File: src/hw/rtl/rom_sram_bank_mapper_assert.svh
// Assertion macros for the bank mapper, clocked on clk_i, disabled in reset.
`ifndef ROM_SRAM_BANK_MAPPER_ASSERT_SVH
`define ROM_SRAM_BANK_MAPPER_ASSERT_SVH

// Same-cycle implication.
`define RSBM_ASSERT_NOW(label, ante, cons) \
  label: assert property (@(posedge clk_i) disable iff (!rst_ni) (ante) |-> (cons)) \
    else $error("bank mapper check failed");

// Next-cycle implication.
`define RSBM_ASSERT_NEXT(label, ante, cons) \
  label: assert property (@(posedge clk_i) disable iff (!rst_ni) (ante) |=> (cons)) \
    else $error("bank mapper check failed");

`endif

File: src/hw/rtl/rsbm_pkg.sv
// Types, constants and reset state shared by the bank mapper modules.
`timescale 1ns / 1ps
package rsbm_pkg;

  localparam int unsigned RomPages8kDefault = 16;
  localparam int unsigned SramBytes         = 8192;
  localparam int unsigned SramAddrW         = $clog2(SramBytes);
  localparam int unsigned HalfOffW          = SramAddrW - 1;
  localparam int unsigned PageW             = 4;
  localparam int unsigned RomOffW           = 13;
  localparam int unsigned RomAddrW          = PageW + RomOffW;
  localparam int unsigned NumWin            = 3;

  localparam logic CmdRead  = 1'b0;
  localparam logic CmdWrite = 1'b1;

  // 4KB region codes (address bits 15:12)
  localparam logic [3:0] RegionWin1  = 4'h6;
  localparam logic [3:0] RegionWin2  = 4'h8;
  localparam logic [3:0] RegionWin3  = 4'hA;
  localparam logic [3:0] RegionStore = 4'hB;

  // 8KB window codes (address bits 15:13)
  localparam logic [2:0] AddrWin0 = 3'b010;
  localparam logic [2:0] AddrWin1 = 3'b011;
  localparam logic [2:0] AddrWin2 = 3'b100;
  localparam logic [2:0] AddrWin3 = 3'b101;

  localparam int unsigned DataSramBit = 4;
  localparam int unsigned DataHalfBit = 5;

  typedef enum logic [1:0] {
    TgtNone = 2'd0,
    TgtRom  = 2'd1,
    TgtSram = 2'd2
  } target_e;

  typedef struct packed {
    logic        cmd;
    logic [15:0] bus_address;
    logic [7:0]  bus_data;
  } bus_item_t;

  typedef struct packed {
    target_e                target;
    logic [RomAddrW-1:0]    rom_address;
    logic [SramAddrW-1:0]   sram_address;
    logic                   sram_write;
    logic [7:0]             sram_data;
  } map_result_t;

  typedef struct packed {
    logic [NumWin-1:0]            is_sram;
    logic [NumWin-1:0][PageW-1:0] rom_page;
    logic [NumWin-1:0]            sram_half;
    logic                         wr_half;
    logic                         wr_en;
  } bank_state_t;

  localparam bank_state_t BankStateRst = '{
    is_sram:   '0,
    rom_page:  {4'd3, 4'd2, 4'd1},
    sram_half: '0,
    wr_half:   1'b0,
    wr_en:     1'b0
  };

endpackage

File: src/hw/rtl/rsbm_decode.sv
// Address decode and bank register update for one bus transfer.
`timescale 1ns / 1ps
module rsbm_decode #(
  parameter int unsigned RomPages8k = rsbm_pkg::RomPages8kDefault
) (
  input  rsbm_pkg::bus_item_t   item_i,
  input  rsbm_pkg::bank_state_t state_i,
  output rsbm_pkg::bank_state_t state_o,
  output rsbm_pkg::map_result_t result_o
);
  import rsbm_pkg::*;

  localparam logic [PageW:0]   PagesLim = (PageW+1)'(RomPages8k);
  localparam logic [PageW-1:0] PageMask = PageW'(RomPages8k - 1);

  logic [NumWin-1:0] wr_sel;
  logic [NumWin-1:0] rd_sel;
  logic              rd_is_sram;
  logic              rd_half;
  logic [PageW-1:0]  rd_page;
  logic [PageW-1:0]  rd_page_m;

  // page beyond the ROM wraps through the mask
  assign rd_page_m = ({1'b0, rd_page} >= PagesLim) ? (rd_page & PageMask) : rd_page;

  always_comb begin
    wr_sel = '0;
    if (item_i.cmd == CmdWrite) begin
      case (item_i.bus_address[15:12])
        RegionWin1: wr_sel = 3'b001;
        RegionWin2: wr_sel = 3'b010;
        RegionWin3: wr_sel = 3'b100;
        default:    wr_sel = '0;
      endcase
    end
  end

  always_comb begin
    rd_sel = '0;
    case (item_i.bus_address[15:13])
      AddrWin1: rd_sel = 3'b001;
      AddrWin2: rd_sel = 3'b010;
      AddrWin3: rd_sel = 3'b100;
      default:  rd_sel = '0;
    endcase
  end

  always_comb begin
    rd_is_sram = 1'b0;
    rd_half    = 1'b0;
    rd_page    = '0;
    for (int i = 0; i < NumWin; i++) begin
      if (rd_sel[i]) begin
        rd_is_sram = state_i.is_sram[i];
        rd_half    = state_i.sram_half[i];
        rd_page    = state_i.rom_page[i];
      end
    end
  end

  always_comb begin
    state_o  = state_i;
    result_o = '0;
    if (item_i.cmd == CmdWrite) begin
      for (int i = 0; i < NumWin; i++) begin
        if (wr_sel[i]) begin
          if (item_i.bus_data[DataSramBit]) begin
            state_o.is_sram[i]   = 1'b1;
            state_o.sram_half[i] = item_i.bus_data[DataHalfBit];
            state_o.wr_half      = item_i.bus_data[DataHalfBit];
          end else begin
            state_o.is_sram[i]  = 1'b0;
            state_o.rom_page[i] = item_i.bus_data[PageW-1:0];
          end
        end
      end
      if (wr_sel[NumWin-1]) begin
        state_o.wr_en = item_i.bus_data[DataSramBit];
      end
      if (item_i.bus_address[15:12] == RegionStore && state_i.wr_en) begin
        result_o.sram_write   = 1'b1;
        result_o.sram_address = {state_i.wr_half, item_i.bus_address[HalfOffW-1:0]};
        result_o.sram_data    = item_i.bus_data;
      end
    end else if (item_i.bus_address[15:13] == AddrWin0) begin
      result_o.target      = TgtRom;
      result_o.rom_address = {{PageW{1'b0}}, item_i.bus_address[RomOffW-1:0]};
    end else if (|rd_sel) begin
      if (rd_is_sram) begin
        result_o.target       = TgtSram;
        result_o.sram_address = {rd_half, item_i.bus_address[HalfOffW-1:0]};
      end else begin
        result_o.target      = TgtRom;
        result_o.rom_address = {rd_page_m, item_i.bus_address[RomOffW-1:0]};
      end
    end
  end

endmodule

File: src/hw/rtl/rom_sram_bank_mapper.sv
// Cartridge ROM/SRAM bank mapper: bank registers, decode and result register.
`timescale 1ns / 1ps
// Usage
//   Input channel (in_valid_i / in_ready_o / in_item_i): one CPU bus access
//   per transfer, carrying cmd (0 read, 1 write), bus_address and bus_data.
//   Output channel (out_valid_o / out_ready_i / out_item_o): exactly one
//   result per input transfer, in order: target, rom_address, sram_address,
//   sram_write strobe and sram_data.
//   Map: 0x4000-0x5FFF is ROM page 0; 0x6000, 0x8000 and 0xA000 are
//   switchable 8KB windows, each mapping a ROM page or a 4KB SRAM half.
//   Writes to the low 4KB of a switchable window reprogram it; writes to
//   0xB000-0xBFFF store into SRAM while SRAM writes are enabled.
// Timing and throughput
//   A result appears in the next cycle. Without a stall, one transfer per
//   cycle is sustained: decode and the bank register update are a single
//   pass of logic between the input port and the result register, and the
//   bank registers are updated at the same edge, so the next access sees them.
// Reset: rst_ni clears the output valid and loads the bank registers:
//   windows map ROM pages 1, 2, 3, SRAM halves 0, SRAM writes disabled.
// Stall
//   While out_valid_o is high and out_ready_i low, the result holds and
//   in_ready_o drops; no new transfer is taken until the result is taken.
module rom_sram_bank_mapper #(
  parameter int unsigned RomPages8k = rsbm_pkg::RomPages8kDefault
) (
  input  logic                  clk_i,
  input  logic                  rst_ni,
  input  logic                  in_valid_i,
  output logic                  in_ready_o,
  input  rsbm_pkg::bus_item_t   in_item_i,
  output logic                  out_valid_o,
  input  logic                  out_ready_i,
  output rsbm_pkg::map_result_t out_item_o
);
  import rsbm_pkg::*;

  `include "rom_sram_bank_mapper_assert.svh"

  bank_state_t bank_q, bank_d;
  map_result_t res_q, res_d;
  logic        res_valid_q;
  logic        in_fire;

  // result register frees up in the same cycle it is taken
  assign in_ready_o  = !res_valid_q || out_ready_i;
  assign in_fire     = in_valid_i && in_ready_o;
  assign out_valid_o = res_valid_q;
  assign out_item_o  = res_q;

  rsbm_decode #(
    .RomPages8k(RomPages8k)
  ) u_decode (
    .item_i  (in_item_i),
    .state_i (bank_q),
    .state_o (bank_d),
    .result_o(res_d)
  );

  // control: bank registers and result valid
  always_ff @(posedge clk_i or negedge rst_ni) begin
    if (!rst_ni) begin
      bank_q      <= BankStateRst;
      res_valid_q <= 1'b0;
    end else begin
      if (in_fire) begin
        bank_q <= bank_d;
      end
      if (in_fire) begin
        res_valid_q <= 1'b1;
      end else if (out_ready_i) begin
        res_valid_q <= 1'b0;
      end
    end
  end

  // result payload, no reset
  always_ff @(posedge clk_i) begin
    if (in_fire) begin
      res_q <= res_d;
    end
  end

  // writes never report a read target
  `RSBM_ASSERT_NEXT(a_write_no_target,
    in_fire && in_item_i.cmd == CmdWrite,
    out_valid_o && out_item_o.target == TgtNone)

  // an enabled store region write strobes SRAM with the written byte
  `RSBM_ASSERT_NEXT(a_store_strobe,
    in_fire && in_item_i.cmd == CmdWrite &&
    in_item_i.bus_address[15:12] == RegionStore && bank_q.wr_en,
    out_item_o.sram_write && out_item_o.sram_data == $past(in_item_i.bus_data))

  // the third window's select write sets the store enable
  `RSBM_ASSERT_NEXT(a_enable_update,
    in_fire && in_item_i.cmd == CmdWrite && in_item_i.bus_address[15:12] == RegionWin3,
    bank_q.wr_en == $past(in_item_i.bus_data[DataSramBit]))

  // reads below the mapped range give an all-zero result
  `RSBM_ASSERT_NEXT(a_low_unmapped,
    in_fire && in_item_i.cmd == CmdRead && in_item_i.bus_address[15:14] == 2'b00,
    out_item_o == '0)

  // back-pressure only comes from a held result
  `RSBM_ASSERT_NOW(a_ready_stall,
    !in_ready_o,
    res_valid_q && !out_ready_i)

endmodule

File: config.mk
export PLATFORM = sky130hd
export DESIGN_NAME = rom_sram_bank_mapper
export DESIGN_NICKNAME = d
export VERILOG_FILES = /design/src/hw/rtl/rsbm_pkg.sv /design/src/hw/rtl/rsbm_decode.sv /design/src/hw/rtl/rom_sram_bank_mapper.sv
export VERILOG_INCLUDE_DIRS = /design/src /design/src/hw/rtl
export SDC_FILE = /design/constraint.sdc
export NUM_CORES = 1
export LEC_CHECK = 0
export ABC_AREA = 1
export BUFFER_PORTS_ARGS = -buffer_cell sky130_fd_sc_hd__buf_2
export CORE_MARGIN = 2
export CORE_UTILIZATION = 56
export DETAILED_ROUTE_END_ITERATION = 8
export GPL_TIMING_DRIVEN = 0
export PLACE_DENSITY = 0.87
export SLEW_MARGIN = 20
export SYNTH_ARGS = -nofsm -noshare
export SYNTH_HDL_FRONTEND = slang
export SYNTH_SLANG_ARGS = --single-unit
File: constraint.sdc
create_clock -name clk_i -period 3.78 [get_ports clk_i]
set_clock_uncertainty 0.15 [all_clocks]
set_input_delay 1.134 -clock clk_i [delete_from_list [all_inputs] [get_ports clk_i]]
set_output_delay 1.134 -clock clk_i [all_outputs]
set_load 0.1 [all_outputs]
==> impl_metrics.json <==
{
  "status": "finished, final reports clean",
  "synth-seq-area-share_pct": 65.0,
  "period_share_pct": 79.6,
  "synth_compound_gate_area_share_pct": 7.92,
  "total_die_area_um2": 5340,
  "worst_hold_path_type": "flip-flop to flip-flop",
  "postCtsHoldBufs": 0,
  "nets": 358,
  "yosysWarnings": 0,
  "cts_repair_resize_count": 0,
  "grt_start_max_net_pins": 32,
  "postSynthCellCount": 246,
  "synth_mux_area_share_pct": 0,
  "remaining_drc_errors": 0,
  "cts_made_buffers": 9,
  "synth_seq_cells": 61,
  "unrepaired_setup_endpoints_after_global_routing": "no",
  "total_leakage_power_nw": 1.59,
  "multiInputGateArea_um2": 742,
  "std_cell_rows": 25,
  "largest_family_of_logic_cells_by_synthesized_area": "simple AND/OR/NAND/NOR gates",
  "io_buffer_count": 71,
  "synth_cell_types": 20,
  "cts_htree_levels": 3,
  "grt_usage_pct": 21.0,
  "fmax_mhz": 332,
  "io_pins": 72,
  "clock_sink_count": 61,
  "power_density_nw_per_um2": 536,
  "cp_max_fo": 3,
  "worst_ep_arrival_time_ns": 1.73,
  "final.min_clock_period_ns": 3.01,
  "slew_at_the_pin_with_the_worst_max_slew_slack_ns": 0.493,
  "worst_skew_pair.late_latency_ns": 0.32,
  "max_slew_margin_pct": 67.3,
  "cts_root_buf": "sky130_fd_sc_hd__clkbuf_8",
  "max_cap_viols": 0,
  "synth_simple_gate_area_share_pct": 19.9,
  "postSynthAreaPerCell_um2": 10.9,
  "drt_first_iter_violations": 75,
  "synthToLayoutAreaGrowth_pct": 25.5,
  "synth_fa_ha_area_share_pct": 0,
  "final_layout_size_suffix_gt1_share_pct": 38.9,
  "grt_first_pass_wirelength_mm": 8.42,
  "globalRouteOverflowTotal": 0,
  "antenna_found_initial": 0,
  "setup.worst_path.end_class": "output pin",
  "fillcell_total": 316,
  "hold_slack_ns": 0.324,
  "dp_hpwl_mm": 3.64,
  "floorplan.die.width_um": 73.1,
  "ant_nets": 0,
  "num_vias": 1977,
  "finalPower_mw": 1.80,
  "cts.path.max_buffers": 2,
  "crit_type": "input pin to output pin",
  "antenna-diode-count": 0,
  "first_global_vias": 1910,
  "die_h_um": 73.1,
  "design.core.area_um2": 4660,
  "wire_per_inst_um": 13.2,
  "final.setup.tns_ns": 0,
  "drt_wl_total_mm": 5.14,
  "cts_tree": "done",
  "first_pass_iters": 4,
  "clk_pin_slew_ns": 0.07,
  "total_count_of_hold_check_failures_in_the_final_report": 0,
  "floorplan.initialDensity_pct": 57.3,
  "via_per_inst": 5.10,
  "synth_xor_xnor_area_share_pct": 0,
  "cp_data_required_time_ns": 2.50,
  "setup.worst_path.start_class": "input pin",
  "ff_latch_area_um2": 1740,
  "timing.final.setup_violations": 0,
  "cts_setup_buffers": 0,
  "synth_area_um2": 2670,
  "vdd_drop_max_v": 0.000433,
  "slew_viol_final": 0,
  "synth_nets": 275,
  "gpl.final_weighted_congestion": 0.878
}
## per-layer routing
layer | part of all wire [%] | track usage [%]
met3 | 6.2 | 5.52
met5 | 0 | 0
met4 | 1.7 | 13.2
met2 | 50 | 32.8
met1 | 42 | 25.9
## cell usage after synthesis, drive strengths merged
library cell,number,area share [%]
nand2,48,7.0
nor2,38,7.7
a21oi,14,3.0
edfxtp,41,46
dfrtp,16,15
dfstp,4,3.9
buf,5,2.1
inv,36,5.1
o21ai,26,4.9
nand3,14,3.4
nor3,1,0.61
nand4,3,1.2
## stage by stage
stage	worst slack [ns]	std cells	cell area, µm²	utilization [%]
2_1_floorplan	0.158	246	2670	-
3_3_place_gp	0.108	371	3090	66.4
3_5_place_dp	0.767	372	3110	66.8
4_1_cts	0.765	388	3350	71.9
5_1_grt	0.727	388	3350	71.9
6_report	0.769	388	3350	71.9
## where the power goes
group	internal (mW)	switching, mW	total (mW)
clock	0.434	0.249	0.683
sequential	0.765	0.0159	0.781
combinational	0.0539	0.279	0.333
total	1.25	0.544	1.80
## worst paths after layout
| kind | end | cells after the start | slack, ns | from |
|---|---|---|---|---|
| worst max-delay path | in_ready_o | 4 | 0.77 | out_ready_i |
| worst min-delay path | bank_q[11]$_DFFE_PN0P_ | 2 | 0.32 | bank_q[11]$_DFFE_PN0P_ |
| worst max register to register | bank_q[8]$_DFFE_PN0P_ | 7 | 1.84 | out_valid_o$_DFFE_PN0P_ |
| worst min register to register | bank_q[11]$_DFFE_PN0P_ | 2 | 0.32 | bank_q[11]$_DFFE_PN0P_ |
| max in group asynchronous | bank_q[13]$_DFFE_PN1P_ | 1 | 2.52 | rst_ni |
| min in group asynchronous | bank_q[8]$_DFFE_PN0P_ | 1 | 0.60 | rst_ni |
## flip-flops by register name, summed over array words and instances (netlist names)
| register | cells |
|---|---|
| out_valid_o | 1 |
| bank_q | 19 |
| out_item_o | 41 |
## critical path: stages
cell and delay (ns):
sky130_fd_sc_hd__buf_2 0.08, sky130_fd_sc_hd__inv_1 0.04, sky130_fd_sc_hd__nand2_2 0.06, sky130_fd_sc_hd__buf_2 0.42
## kinds of logic after synthesis
| group | Yosys count |
|---|---|
| AND/OR/NAND/NOR | 104 |
| buffers and inverters | 41 |
| flip-flops | 61 |
| AO/OA/AOI/OAI | 40 |
## cell usage in the layout, fill, tap and decap left out, types with 2 or more instances in the layout
| cell type | Yosys | routed |
|---|---|---|
| sky130_fd_sc_hd__buf_2 | 0 | 71 |
| sky130_fd_sc_hd__nand2_1 | 45 | 45 |
| sky130_fd_sc_hd__edfxtp_1 | 41 | 41 |
| sky130_fd_sc_hd__inv_1 | 31 | 30 |
| sky130_fd_sc_hd__o21ai_0 | 25 | 25 |
| sky130_fd_sc_hd__nor2_1 | 23 | 23 |
| sky130_fd_sc_hd__dfrtp_1 | 16 | 16 |
| sky130_fd_sc_hd__a21oi_1 | 11 | 11 |
| sky130_fd_sc_hd__nand3_1 | 10 | 10 |
| sky130_fd_sc_hd__nor2_2 | 10 | 10 |
| sky130_fd_sc_hd__clkbuf_8 | 0 | 9 |
| sky130_fd_sc_hd__inv_2 | 5 | 6 |
| sky130_fd_sc_hd__buf_6 | 5 | 5 |
| sky130_fd_sc_hd__nor2_4 | 5 | 5 |
| sky130_fd_sc_hd__nand3_2 | 4 | 4 |
| sky130_fd_sc_hd__dfstp_2 | 4 | 4 |
| sky130_fd_sc_hd__nand2_2 | 3 | 3 |
| sky130_fd_sc_hd__a21oi_2 | 3 | 3 |
| sky130_fd_sc_hd__bufinv_16 | 0 | 3 |
| sky130_fd_sc_hd__nand4_2 | 2 | 2 |
| sky130_fd_sc_hd__clkinvlp_4 | 0 | 2 |
## layout make-up
cell class,count,share of cell area [%]
Tap cell,54,2.02
Timing Repair Buffer,72,11.2
Multi-Input combinational cell,144,22.1
Clock buffer,9,3.70
Sequential cell,61,51.8
Clock inverter,7,3.40
Buffer,5,1.68
Inverter,36,4.03
(Power assumes the default switching activity.)
